## config.mk

```make
export PLATFORM = sky130hd
export DESIGN_NAME = ffha_ctrl
export DESIGN_NICKNAME = d
export VERILOG_FILES = /design/src/rtl/ffha_pkg.sv /design/src/rtl/ffha_ctrl.sv
export SDC_FILE = /design/constraint.sdc
export NUM_CORES = 1
export LEC_CHECK = 0
export ABC_AREA = 1
export ABC_CLOCK_PERIOD_IN_PS = 2400
export BUFFER_PORTS_ARGS = -buffer_cell sky130_fd_sc_hd__buf_4
export CAP_MARGIN = 40
export CORE_ASPECT_RATIO = 0.8
export CORE_MARGIN = 5
export CORE_UTILIZATION = 58
export CTS_CLUSTER_DIAMETER = 40
export DETAILED_ROUTE_END_ITERATION = 7
export PLACE_DENSITY_LB_ADDON = 0.15
export SLEW_MARGIN = 30
export SYNTH_ARGS = -nofsm -noshare
export SYNTH_HDL_FRONTEND = slang
export SYNTH_SLANG_ARGS = --single-unit
```

## constraint.sdc

```tcl
create_clock -name i_clk -period 2.4 [get_ports i_clk]
set_clock_uncertainty 0.05 [all_clocks]
set_input_delay 0.12 -clock i_clk [delete_from_list [all_inputs] [get_ports i_clk]]
set_output_delay 0.12 -clock i_clk [all_outputs]
set_load 0.005 [all_outputs]
```

## src/rtl/ffha_pkg.sv

```systemverilog
// ----------------------------------------------------------------------------
// ffha_pkg
// Shared constants, command codes and status bundle of the heap allocator.
// ----------------------------------------------------------------------------
package ffha_pkg;

    localparam int unsigned FFHA_HEAP_BYTES = 4096;
    localparam int unsigned HDR_BYTES       = 12;
    localparam int unsigned ALIGN_BYTES     = 8;
    localparam int unsigned CFG_W           = 13;
    localparam logic [CFG_W-1:0] CFG_RESET  = 13'd4096;

    localparam logic REQ_ALLOC = 1'b0;
    localparam logic REQ_FREE  = 1'b1;

    typedef logic [4:0] t_op;

    localparam t_op OP_NONE  = 5'd0;
    localparam t_op OP_CLEAR = 5'd1;
    localparam t_op OP_LATCH = 5'd2;
    localparam t_op OP_HD0   = 5'd3;
    localparam t_op OP_HD1   = 5'd4;
    localparam t_op OP_HD2   = 5'd5;
    localparam t_op OP_HI0   = 5'd6;
    localparam t_op OP_HI1   = 5'd7;
    localparam t_op OP_HI2   = 5'd8;
    localparam t_op OP_A0    = 5'd9;
    localparam t_op OP_A1    = 5'd10;
    localparam t_op OP_A2    = 5'd11;
    localparam t_op OP_A3    = 5'd12;
    localparam t_op OP_S0    = 5'd13;
    localparam t_op OP_S1    = 5'd14;
    localparam t_op OP_S2    = 5'd15;
    localparam t_op OP_S3    = 5'd16;
    localparam t_op OP_S4    = 5'd17;
    localparam t_op OP_S5    = 5'd18;
    localparam t_op OP_FAIL  = 5'd19;
    localparam t_op OP_F0    = 5'd20;
    localparam t_op OP_M0    = 5'd21;
    localparam t_op OP_M1    = 5'd22;
    localparam t_op OP_M2    = 5'd23;
    localparam t_op OP_M3    = 5'd24;
    localparam t_op OP_M4    = 5'd25;
    localparam t_op OP_M5    = 5'd26;
    localparam t_op OP_M6    = 5'd27;
    localparam t_op OP_M7    = 5'd28;

    typedef struct packed {
        t_op op;
    } t_cmd;

    typedef struct packed {
        logic is_free;
        logic req_ok;
        logic hs_ok;
        logic fo_ok;
        logic head_zero;
        logic fit;
        logic split;
        logic link_ok;
        logic both_free;
        logic it_lim_a;
        logic it_lim_m;
        logic clr_last;
    } t_stat;

endpackage

```

## src/rtl/ffha_ctrl.sv

```systemverilog
// ----------------------------------------------------------------------------
// ffha_ctrl
// Request sequencer: clearing pass, head setup, first-fit walk, merge walk.
// ----------------------------------------------------------------------------
module ffha_ctrl import ffha_pkg::*; (
    input  logic  i_clk,
    input  logic  i_rst_n,
    input  logic  start,
    input  t_stat i_stat,
    output t_cmd  o_cmd,
    output logic  busy
);

    localparam logic [4:0] ST_CLR  = 5'd0;
    localparam logic [4:0] ST_IDLE = 5'd1;
    localparam logic [4:0] ST_CHK  = 5'd2;
    localparam logic [4:0] ST_F0   = 5'd3;
    localparam logic [4:0] ST_HD0  = 5'd4;
    localparam logic [4:0] ST_HD1  = 5'd5;
    localparam logic [4:0] ST_HD2  = 5'd6;
    localparam logic [4:0] ST_HD3  = 5'd7;
    localparam logic [4:0] ST_HI0  = 5'd8;
    localparam logic [4:0] ST_HI1  = 5'd9;
    localparam logic [4:0] ST_HI2  = 5'd10;
    localparam logic [4:0] ST_A0   = 5'd11;
    localparam logic [4:0] ST_A1   = 5'd12;
    localparam logic [4:0] ST_A2   = 5'd13;
    localparam logic [4:0] ST_A3   = 5'd14;
    localparam logic [4:0] ST_S0   = 5'd15;
    localparam logic [4:0] ST_S1   = 5'd16;
    localparam logic [4:0] ST_S2   = 5'd17;
    localparam logic [4:0] ST_S3   = 5'd18;
    localparam logic [4:0] ST_S4   = 5'd19;
    localparam logic [4:0] ST_S5   = 5'd20;
    localparam logic [4:0] ST_DONE = 5'd21;
    localparam logic [4:0] ST_M0   = 5'd22;
    localparam logic [4:0] ST_M1   = 5'd23;
    localparam logic [4:0] ST_M2   = 5'd24;
    localparam logic [4:0] ST_M3   = 5'd25;
    localparam logic [4:0] ST_M4   = 5'd26;
    localparam logic [4:0] ST_M5   = 5'd27;
    localparam logic [4:0] ST_M6   = 5'd28;
    localparam logic [4:0] ST_M7   = 5'd29;

    logic [4:0] r_state;
    logic [4:0] n_state;
    logic [4:0] walk_st;

    assign walk_st = i_stat.is_free ? ST_M0 : ST_A0;

    always_comb begin
        n_state   = r_state;
        o_cmd.op  = OP_NONE;
        unique case (r_state)
            ST_CLR: begin
                o_cmd.op = OP_CLEAR;
                if (i_stat.clr_last) n_state = ST_IDLE;
            end
            ST_IDLE: begin
                if (start) begin
                    o_cmd.op = OP_LATCH;
                    n_state  = ST_CHK;
                end
            end
            ST_CHK: begin
                if (i_stat.is_free) begin
                    n_state = i_stat.fo_ok ? ST_F0 : ST_DONE;
                end else begin
                    n_state = (i_stat.req_ok && i_stat.hs_ok) ? ST_HD0 : ST_DONE;
                end
            end
            ST_F0:  begin o_cmd.op = OP_F0;  n_state = ST_HD0; end
            ST_HD0: begin o_cmd.op = OP_HD0; n_state = ST_HD1; end
            ST_HD1: begin o_cmd.op = OP_HD1; n_state = ST_HD2; end
            ST_HD2: begin o_cmd.op = OP_HD2; n_state = ST_HD3; end
            ST_HD3: n_state = i_stat.head_zero ? ST_HI0 : walk_st;
            ST_HI0: begin o_cmd.op = OP_HI0; n_state = ST_HI1; end
            ST_HI1: begin o_cmd.op = OP_HI1; n_state = ST_HI2; end
            ST_HI2: begin o_cmd.op = OP_HI2; n_state = walk_st; end
            ST_A0: begin
                o_cmd.op = OP_A0;
                n_state  = i_stat.it_lim_a ? ST_DONE : ST_A1;
            end
            ST_A1:  begin o_cmd.op = OP_A1; n_state = ST_A2; end
            ST_A2:  begin o_cmd.op = OP_A2; n_state = ST_A3; end
            ST_A3: begin
                o_cmd.op = OP_A3;
                if (i_stat.fit) begin
                    n_state = i_stat.split ? ST_S0 : ST_S5;
                end else begin
                    n_state = i_stat.link_ok ? ST_A0 : ST_DONE;
                end
            end
            ST_S0:  begin o_cmd.op = OP_S0; n_state = ST_S1; end
            ST_S1:  begin o_cmd.op = OP_S1; n_state = ST_S2; end
            ST_S2:  begin o_cmd.op = OP_S2; n_state = ST_S3; end
            ST_S3:  begin o_cmd.op = OP_S3; n_state = ST_S4; end
            ST_S4:  begin o_cmd.op = OP_S4; n_state = ST_S5; end
            ST_S5:  begin o_cmd.op = OP_S5; n_state = ST_IDLE; end
            ST_DONE: begin o_cmd.op = OP_FAIL; n_state = ST_IDLE; end
            ST_M0: begin
                o_cmd.op = OP_M0;
                n_state  = i_stat.it_lim_m ? ST_DONE : ST_M1;
            end
            ST_M1: begin
                o_cmd.op = OP_M1;
                n_state  = i_stat.link_ok ? ST_M2 : ST_DONE;
            end
            ST_M2:  begin o_cmd.op = OP_M2; n_state = ST_M3; end
            ST_M3: begin
                o_cmd.op = OP_M3;
                n_state  = i_stat.both_free ? ST_M4 : ST_M0;
            end
            ST_M4:  begin o_cmd.op = OP_M4; n_state = ST_M5; end
            ST_M5:  begin o_cmd.op = OP_M5; n_state = ST_M6; end
            ST_M6:  begin o_cmd.op = OP_M6; n_state = ST_M7; end
            ST_M7:  begin o_cmd.op = OP_M7; n_state = ST_M0; end
            default: n_state = ST_IDLE;
        endcase
    end

    always_ff @(posedge i_clk) begin
        if (!i_rst_n) begin
            r_state <= ST_CLR;
        end else begin
            r_state <= n_state;
        end
    end

    assign busy = r_state != ST_IDLE;

endmodule

```

==> reports/results.ini, run 1 <==
[hold_path]
whs_endpoint=r_state[2]$_SDFFE_PN0P_
min_path_type=input port to register
hold_depth=3
worstHoldStart=i_rst_n

[layout]
final_nets=225
largest_reg_flops=5
drive_above_1_share_pct=17.7
antenna_cells=0
top_register=r_state
top_regs=r_state x5
syn2layout_area_growth_pct=17.1

[grt]
grt_pass1_wl_um=5130
grt_use_met3_pct=7.84
antenna_found_initial=0
grt.busiest_layer=met2
use_met1_pct=32.3
grt_util_met2_pct=43.4
grt_util_all_layers_pct=26.0
grt_max_degree=17
grt_pass1_vias=1159
gr-total-overflow=0

[routing]
routed_wl_um=3240
via_per_inst=5.92
vias=1367
drt_iter0_markers=121
wl_per_cell_um=14.0
drc=0
dr.pass1.iters=5
antenna_left=0

[pwr]
power_density_nw_per_um2=718
ir_drop_mv=0.709
power.leakage_nw=0.631
power_mw=0.820

[placement]
pre_cts_slack_ns=0.689
gp_congestion=1.06
io_buffers=20
place_hpwl_um=2690

[sta]
tns_ns=0
max_slew_margin_pct=71.5
period_minus_slack_ns=2.02
worstMarginPinSlew_ns=0.427
hold_viol=0
hold_ws_ns=0.0446
max_freq_mhz=496
finalMaxSlewViolations=0
rsz0062_at_grt=false
period_share_pct=84.0
layout_setup_ws_ns=0.384
setup_viol=0

[worst_setup_path]
critPathArrivalTime_ns=1.85
critPathMaxFanout=10
cp_data_required_time_ns=2.23
critPathCaptureType=primary output
r2r-end=r_state[0]$_SDFFE_PN0P_
crit_family=simple AND/OR/NAND/NOR gates
crit_path_cell_trace=nand2_1, nor2_1, nand2_1, o211ai_1, a211oi_1, nand3_1, buf_4
rr_worst_depth=8
start_kind=register
critPathMaxStageDelay_ns=0.57
slowest_stage=dfxtp_1
cp_num_buf_inv=1
r2r_slack_ns=0.61
worstSetupPathType=register to primary output
crit_path_frequent_cell=nand2_1
r2r_start=r_state[1]$_SDFFE_PN0P_

[synth]
yosysSeqAreaShare_pct=10.3
synth_nets=205
synth_area_sq_um=976
synthCells=190
ys_seq_elements=5
synth_cell_type_count=25
yosys_warnings=0
avgSynthCellArea_sq_um=5.14

[floorplanning]
coreArea_sq_um=1610
num_rows=13
ioPinCount=21
die_h_um=46.7
start_util_pct=60.6
die_area_sq_um=2610
die_x_um=55.9

[cts]
htree_levels=1
cts.hold.buffers_added=0
cts_sinks=5
cts_buffers=3
post_cts_resized=0
cts_tree=yes
post-cts-setup-buffers=0
cts.clk_slew.worst_paths_ns=0.04
clockBufferDepth=2
cts-root-buf=clkbuf_4
clk_latency_ns=0.24

[job]
cap_violations=0

[outcome]
run_status=completed

cell families after synthesis:
| kind of cell | synth area share, % |
|---|---|
| flip-flops | 10.3 |
| buffers and inverters | 14.5 |
| AND/OR/NAND/NOR | 61.4 |
| AO/OA/AOI/OAI | 13.8 |
stage by stage:
| stage | util, % | cell area [sq um] | cells |
|---|---|---|---|
| finish | 70.9 | 1140 | 231 |
| global route | 70.9 | 1140 | 231 |
| CTS | 70.9 | 1140 | 231 |
| detailed placement | 69.3 | 1120 | 227 |
| global placement | 69.3 | 1120 | 227 |
| floorplan | - | 976 | 190 |
cell type report:
class	instances	area, sq um
inverter	25	96.3
timing repair buffer	21	158
tap	22	27.5
fill	153	468
clock buffer	4	26.3
multi-input combinational	154	734
sequential	5	100
report_power, final:
| part | internal [mW] | total [mW] | switching, mW |
|---|---|---|---|
| sequential | 0.105 | 0.160 | 0.0553 |
| combinational | 0.213 | 0.563 | 0.351 |
| clock | 0.0628 | 0.0970 | 0.0342 |
worst register-to-register path: stages, from the launching register on:
cell	delay, ns
dfxtp_1	0.57
nand2_1	0.19
nor2_1	0.31
nand3_1	0.15
a21oi_1	0.15
nor2_1	0.07
nand2_1	0.07
nor2_1	0.04
nor2_1	0.11
cell usage in the layout (no fill, tap or decap), types with 3 or more instances in the layout:
cell | synthesis | routed
nand3b_1 | 3 | 3
buf_4 | 1 | 21
clkbuf_4 | 0 | 3
dfxtp_1 | 5 | 5
a21oi_1 | 6 | 6
nor3_1 | 4 | 4
o21ai_0 | 10 | 10
nand2_1 | 51 | 51
nand4_1 | 5 | 5
nand3_1 | 25 | 25
nor2_1 | 34 | 34
nor2_2 | 4 | 4
inv_1 | 19 | 19
inv_2 | 5 | 5
per-layer routing:
metal | vias up | wire [um]
met5 | - | 0
met4 | 0 | 61
met3 | 12 | 470
met2 | 106 | 1450
met1 | 588 | 1260
li1 | 661 | -
cells in the mapped netlist:
cell,n,area (sq um)
a211oi_1,2,15.0
a21oi_1,6,30.0
a221oi_1,1,8.76
buf_2,3,15.0
buf_4,1,7.51
buf_6,2,22.5
dfxtp_1,5,100
inv_1,19,71.3
inv_2,5,18.8
inv_4,1,6.26
nand2_1,51,191
nand3_1,25,125
nand3b_1,3,22.5
nand4_1,5,31.3
nor2_1,34,128
nor2_2,4,25.0
nor2_4,2,22.5
nor2_8,1,20.0
nor3_1,4,20.0
nor3b_1,1,7.51
nor4_1,1,6.26
o2111ai_1,1,8.76
o211ai_1,2,15.0
o21ai_0,10,50.1
o31ai_1,1,7.51
how the worst max path moves through the flow:
stage                                  from                      end  slack [ns]  cells past startpoint
global route        r_state[0]$_SDFFE_PN0P_                 o_cmd[0]        0.29                      7
CTS                 r_state[1]$_SDFFE_PN0P_                 o_cmd[0]        0.44                      7
finish              r_state[1]$_SDFFE_PN0P_                 o_cmd[0]        0.38                      7
global placement    r_state[0]$_SDFFE_PN0P_                 o_cmd[0]        0.67                      7
detailed placement  r_state[3]$_SDFFE_PN0P_  r_state[0]$_SDFFE_PN0P_        0.69                      9
floorplan           r_state[3]$_SDFFE_PN0P_  r_state[0]$_SDFFE_PN0P_        1.08                     10
Power figures use the tool's default switching activity.
==> inputs of run 2 (changes only) <==
ABC_AREA = 0   (was 1)
ABC_CLOCK_PERIOD_IN_PS = 1700   (was 2400)
CORE_UTILIZATION = 48   (was 58)
clock period = 1.7 ns   (was 2.4 ns; I/O delays follow)
==> reports/results.ini, run 2 <==
[layout]
top_regs=r_state x5
ff_latch_area_sq_um=111
largest_reg_flops=5
top_register=r_state
final_cell_count_no_fill=179
layout_commonest_cell=buf_4
multiInputGateArea_sq_um=696
antenna_cells=0
drive_above_1_share_pct=33.5
utilization_pct=63.7
nFillCells=165
design_area_sq_um=1180
mostFrequentLayoutCells=buf_4, nand2_1, o21ai_0
syn2layout_area_growth_pct=28.0
final_nets=171

[sta]
finalMaxSlewViolations=0
rsz0062_at_grt=false
max_freq_mhz=603
period_minus_slack_ns=1.66
period_share_pct=97.6
worstMarginPinSlew_ns=0.327
max_slew_margin_pct=77.6
tns_ns=0
hold_ws_ns=0.0486
hold_viol=0
layout_setup_ws_ns=0.0406
setup_viol=0

[floorplanning]
ioPinCount=21
start_util_pct=49.8
die_h_um=49.3
die_x_um=59.1
die_area_sq_um=2910
num_rows=14
coreArea_sq_um=1860

[routing]
antenna_left=0
vias=1063
drt_iter0_markers=53
dr.pass1.iters=4
wl_per_cell_um=15.2
via_per_inst=5.94
routed_wl_um=2730
drc=0

[grt]
grt_pass1_wl_um=4550
grt_util_all_layers_pct=20.1
grt_max_degree=19
gr-total-overflow=0
antenna_found_initial=0
grt_pass1_vias=1004

[pwr]
power_frac_comb_pct=51.3
power_density_nw_per_um2=502
power_frac_clock_pct=24.4
p_int_mw=0.377
ir_drop_mv=0.292
power_frac_seq_pct=24.4
swShare_pct=36.6
power.leakage_nw=0.469
netSwitchingPower_mw=0.217
power_mw=0.594

[synth]
synthTopCellsByCount=nand2_1, o21ai_0, nand2b_1
synthCells=126
synth_cell_type_count=53
yosysMostFrequentCell=nand2_1
async_reset_ff_share_pct=0
synth_area_leaders=dfxtp_1, buf_6, nand2_1
synth_area_sq_um=925
yosysSeqAreaShare_pct=10.8
ys_seq_elements=5
avgSynthCellArea_sq_um=7.34
yosys.area.top_type=dfxtp_1
synth_flop_cell=dfxtp_1
synth_nets=141
yosys_warnings=0
synth_edf_count=0
synth_top_area_share_pct=10.8

[placement]
gp_congestion=0.871
place_hpwl_um=2130
dpl_cell_area_sq_um=1140
pre_cts_slack_ns=0.0896
io_buffers=20
dp_cells=174

[cts]
htree_levels=1
cts_tree=yes
cts.hold.buffers_added=0
cts_buffers=3
cts-root-buf=clkbuf_4
cts.clk_slew.worst_paths_ns=0.05
clockBufferDepth=2
clk_latency_ns=0.25
cts_sinks=5

[hold_path]
hold_depth=2
worstHoldStart=i_rst_n
min_path_type=input port to register

[worst_setup_path]
rr_worst_depth=5
worstSetupPathType=register to primary output
critPathArrivalTime_ns=1.52
start_kind=register
critPathCaptureType=primary output
r2r_start=r_state[1]$_SDFFE_PN0P_
cp_data_required_time_ns=1.56
critPathMaxFanout=11
crit_start=r_state[0]$_SDFFE_PN0P_

[job]
cap_violations=0

[outcome]
run_status=completed

-- run 2: cell types whose count changed after synthesis, moves of 5 or more --
| cell | change |
|---|---|
| nand2_1 | -36 |
| inv_2 | -5 |
| inv_1 | -13 |
| nand2b_1 | +7 |
| nor2_1 | -29 |
| nand3_1 | -22 |
-- run 2: worst paths after layout --
kind / endpoint / slack, ns
max reg2reg: r_state[4]$_SDFFE_PN0P_ / 0.22
min reg2reg: r_state[1]$_SDFFE_PN0P_ / 0.60
min: r_state[4]$_SDFFE_PN0P_ / 0.05
max: o_cmd[1] / 0.04
-- run 2: area by class of cell --
cell class	instances	area share, %
Clock buffer	4	2.22
Multi-Input combinational cell	102	58.8
Inverter	6	1.90
Timing Repair Buffer	38	25.2
Sequential cell	5	9.41
Tap cell	24	2.54
-- run 2: cells by family after synthesis --
family / synth area share (%)
AO/OA/AOI/OAI: 36.1
XOR/XNOR: 1.89
buffers and inverters: 14.1
flip-flops: 10.8
multiplexers: 2.17
AND/OR/NAND/NOR: 34.9
-- run 2: worst max-delay path: stages, from the launching register on --
cell	delay [ns]
dfxtp_4	0.38
and2b_2	0.25
a211oi_2	0.22
o22ai_1	0.09
a32o_1	0.21
buf_4	0.13
-- run 2: power groups by stage --
stage               clock network [mW]  registers [mW]  logic [mW]
floorplan                            0           0.132       0.192
global placement                     0           0.146       0.291
detailed placement                   0           0.147       0.294
CTS                              0.147           0.146       0.296
global route                     0.157           0.146       0.329
finish                           0.145           0.145       0.305
-- run 2: repair_timing --
action | in CTS | in global routing
cloned | 0 | 0
endpoints found under the hold margin | 0 | 0
setup endpoints to repair | 4 | 2
gates resized for setup | 4 | 3
buffers inserted | 0 | 1
-- run 2: layer usage --
metal	vias to the layer above	global-route usage, %	part of all wire (%)
li1	538	-	-
met1	495	27.8	48
met2	24	29.4	44
met3	6	4.50	4.9
met4	0	8.30	2.5
met5	-	0	0
==> inputs of run 3 (changes only) <==
ABC_CLOCK_PERIOD_IN_PS = 1950   (was 1700)
CAP_MARGIN = 20   (was 40)
CORE_UTILIZATION = 57   (was 48)
clock period = 1.95 ns   (was 1.7 ns; I/O delays follow)
==> reports/results.ini, run 3 (same netlist as run 2, synthesis figures left out) <==
[sta]
max_freq_mhz=550
hold_viol=0
setup_viol=0
worstMarginPinSlew_ns=0.466
max_slew_margin_pct=68.9
period_minus_slack_ns=1.82
period_share_pct=93.2
finalMaxSlewViolations=0
rsz0062_at_grt=false
tns_ns=0

[worst_setup_path]
worstSetupPathType=register to primary output
critPathCaptureType=primary output
start_kind=register
r2r-end=r_state[4]$_SDFFE_PN0P_
cp_num_buf_inv=2
crit_family=flip-flops
r2r_start=r_state[0]$_SDFFE_PN0P_
critPathMaxFanout=11
rr_worst_depth=5
r2r_slack_ns=0.22
cp_data_required_time_ns=1.80
crit_path_frequent_cell=buf_4
critPathMaxStageDelay_ns=0.60
critPathArrivalTime_ns=1.67
slowest_stage=dfxtp_1
crit_path_cell_trace=buf_4, and3_1, o22ai_1, a32o_1, buf_4

[layout]
design_area_sq_um=1090
top_register=r_state
nFillCells=130
top_regs=r_state x5
layout_commonest_cell=buf_4
final_nets=162
antenna_cells=0
syn2layout_area_growth_pct=17.9
drive_above_1_share_pct=27.4
mostFrequentLayoutCells=buf_4, nand2_1, o21ai_0
largest_reg_flops=5

[outcome]
run_status=completed

[pwr]
netSwitchingPower_mw=0.194
swShare_pct=38.8
power_frac_comb_pct=47.0
power_frac_seq_pct=26.6
ir_drop_mv=0.305
power.leakage_nw=0.418
power_mw=0.499
p_int_mw=0.306
power_frac_clock_pct=26.4
power_density_nw_per_um2=458

[floorplanning]
num_rows=13
die_h_um=46.0
die_x_um=55.0
coreArea_sq_um=1580
start_util_pct=58.6
die_area_sq_um=2530
ioPinCount=21

[hold_path]
whs_endpoint=r_state[2]$_SDFFE_PN0P_
worstHoldStart=i_rst_n
hold_depth=2
min_path_type=input port to register

[placement]
io_buffers=20
dpl_cell_area_sq_um=1060
gp_congestion=0.913
place_hpwl_um=2080

[cts]
htree_levels=1
post-cts-setup-buffers=0
clk_latency_ns=0.25
cts_sinks=5
cts_tree=yes
cts-root-buf=clkbuf_4
clockBufferDepth=2
post_cts_resized=1
cts_buffers=3
cts.hold.buffers_added=0
cts.clk_slew.worst_paths_ns=0.05

[job]
cap_violations=0

[grt]
grt_pass1_vias=986
grt_max_degree=22
grt_util_all_layers_pct=24.6
antenna_found_initial=0
gr-total-overflow=0
grt_pass1_wl_um=4540

[routing]
drt_iter0_markers=83
drc=0
dr.pass1.iters=5
antenna_left=0
via_per_inst=6.58
vias=1105
wl_per_cell_um=16.4
routed_wl_um=2750

[run 3: changes by cell type in the layout (fill, tap and decap cells not counted)]
| cell | previous run | this run |
|---|---|---|
| buf_4 | 37 | 29 |
| dfxtp_4 | 3 | 0 |
| dfxtp_1 | 2 | 4 |
| and2b_1 | 0 | 1 |
| and2b_2 | 1 | 0 |
| buf_12 | 1 | 0 |
| dfxtp_2 | 0 | 1 |
[run 3: through the flow]
stage | hold slack [ns] | setup WS, ns | instances | util (%)
floorplan | 0.165 | 0.640 | 126 | -
global placement | 0.313 | 0.276 | 164 | 67.3
detailed placement | 0.312 | 0.194 | 164 | 67.3
CTS | 0.0608 | 0.147 | 168 | 69.1
global route | 0.0796 | 0.0296 | 168 | 69.1
finish | 0.0700 | 0.133 | 168 | 69.1
[run 3: how the worst max path moves through the flow]
stage | from | to | cells past startpoint
final | r_state[4]$_SDFFE_PN0P_ | o_cmd[1] | 5
after global routing | r_state[4]$_SDFFE_PN0P_ | o_cmd[1] | 5
after CTS | r_state[4]$_SDFFE_PN0P_ | o_cmd[1] | 5
after detailed placement | r_state[1]$_SDFFE_PN0P_ | r_state[1]$_SDFFE_PN0P_ | 4
after floorplan | r_state[4]$_SDFFE_PN0P_ | r_state[4]$_SDFFE_PN0P_ | 5
after global placement | r_state[1]$_SDFFE_PN0P_ | r_state[1]$_SDFFE_PN0P_ | 4
[run 3: power groups by stage]
stage | Clock (mW) | Combinational (mW) | Sequential [mW]
final | 0.132 | 0.235 | 0.133
after floorplan | 0 | 0.167 | 0.115
after detailed placement | 0 | 0.231 | 0.133
after global placement | 0 | 0.225 | 0.133
after CTS | 0.130 | 0.232 | 0.131
after global routing | 0.138 | 0.255 | 0.135
[run 3: area by class of cell]
type | count | area, sq um | area share (%)
timing repair buffer | 29 | 218 | 20.0
sequential | 5 | 101 | 9.30
clock buffer | 4 | 26.3 | 2.41
inverter | 6 | 22.5 | 2.07
multi-input combinational | 102 | 694 | 63.7
tap | 22 | 27.5 | 2.53
[run 3: metal layers]
metal / routed length (um) / global-route usage, %
met5: 0 / 0
met4: 74 / 8.25
met3: 300 / 4.26
met2: 1240 / 38.0
met1: 1140 / 34.2
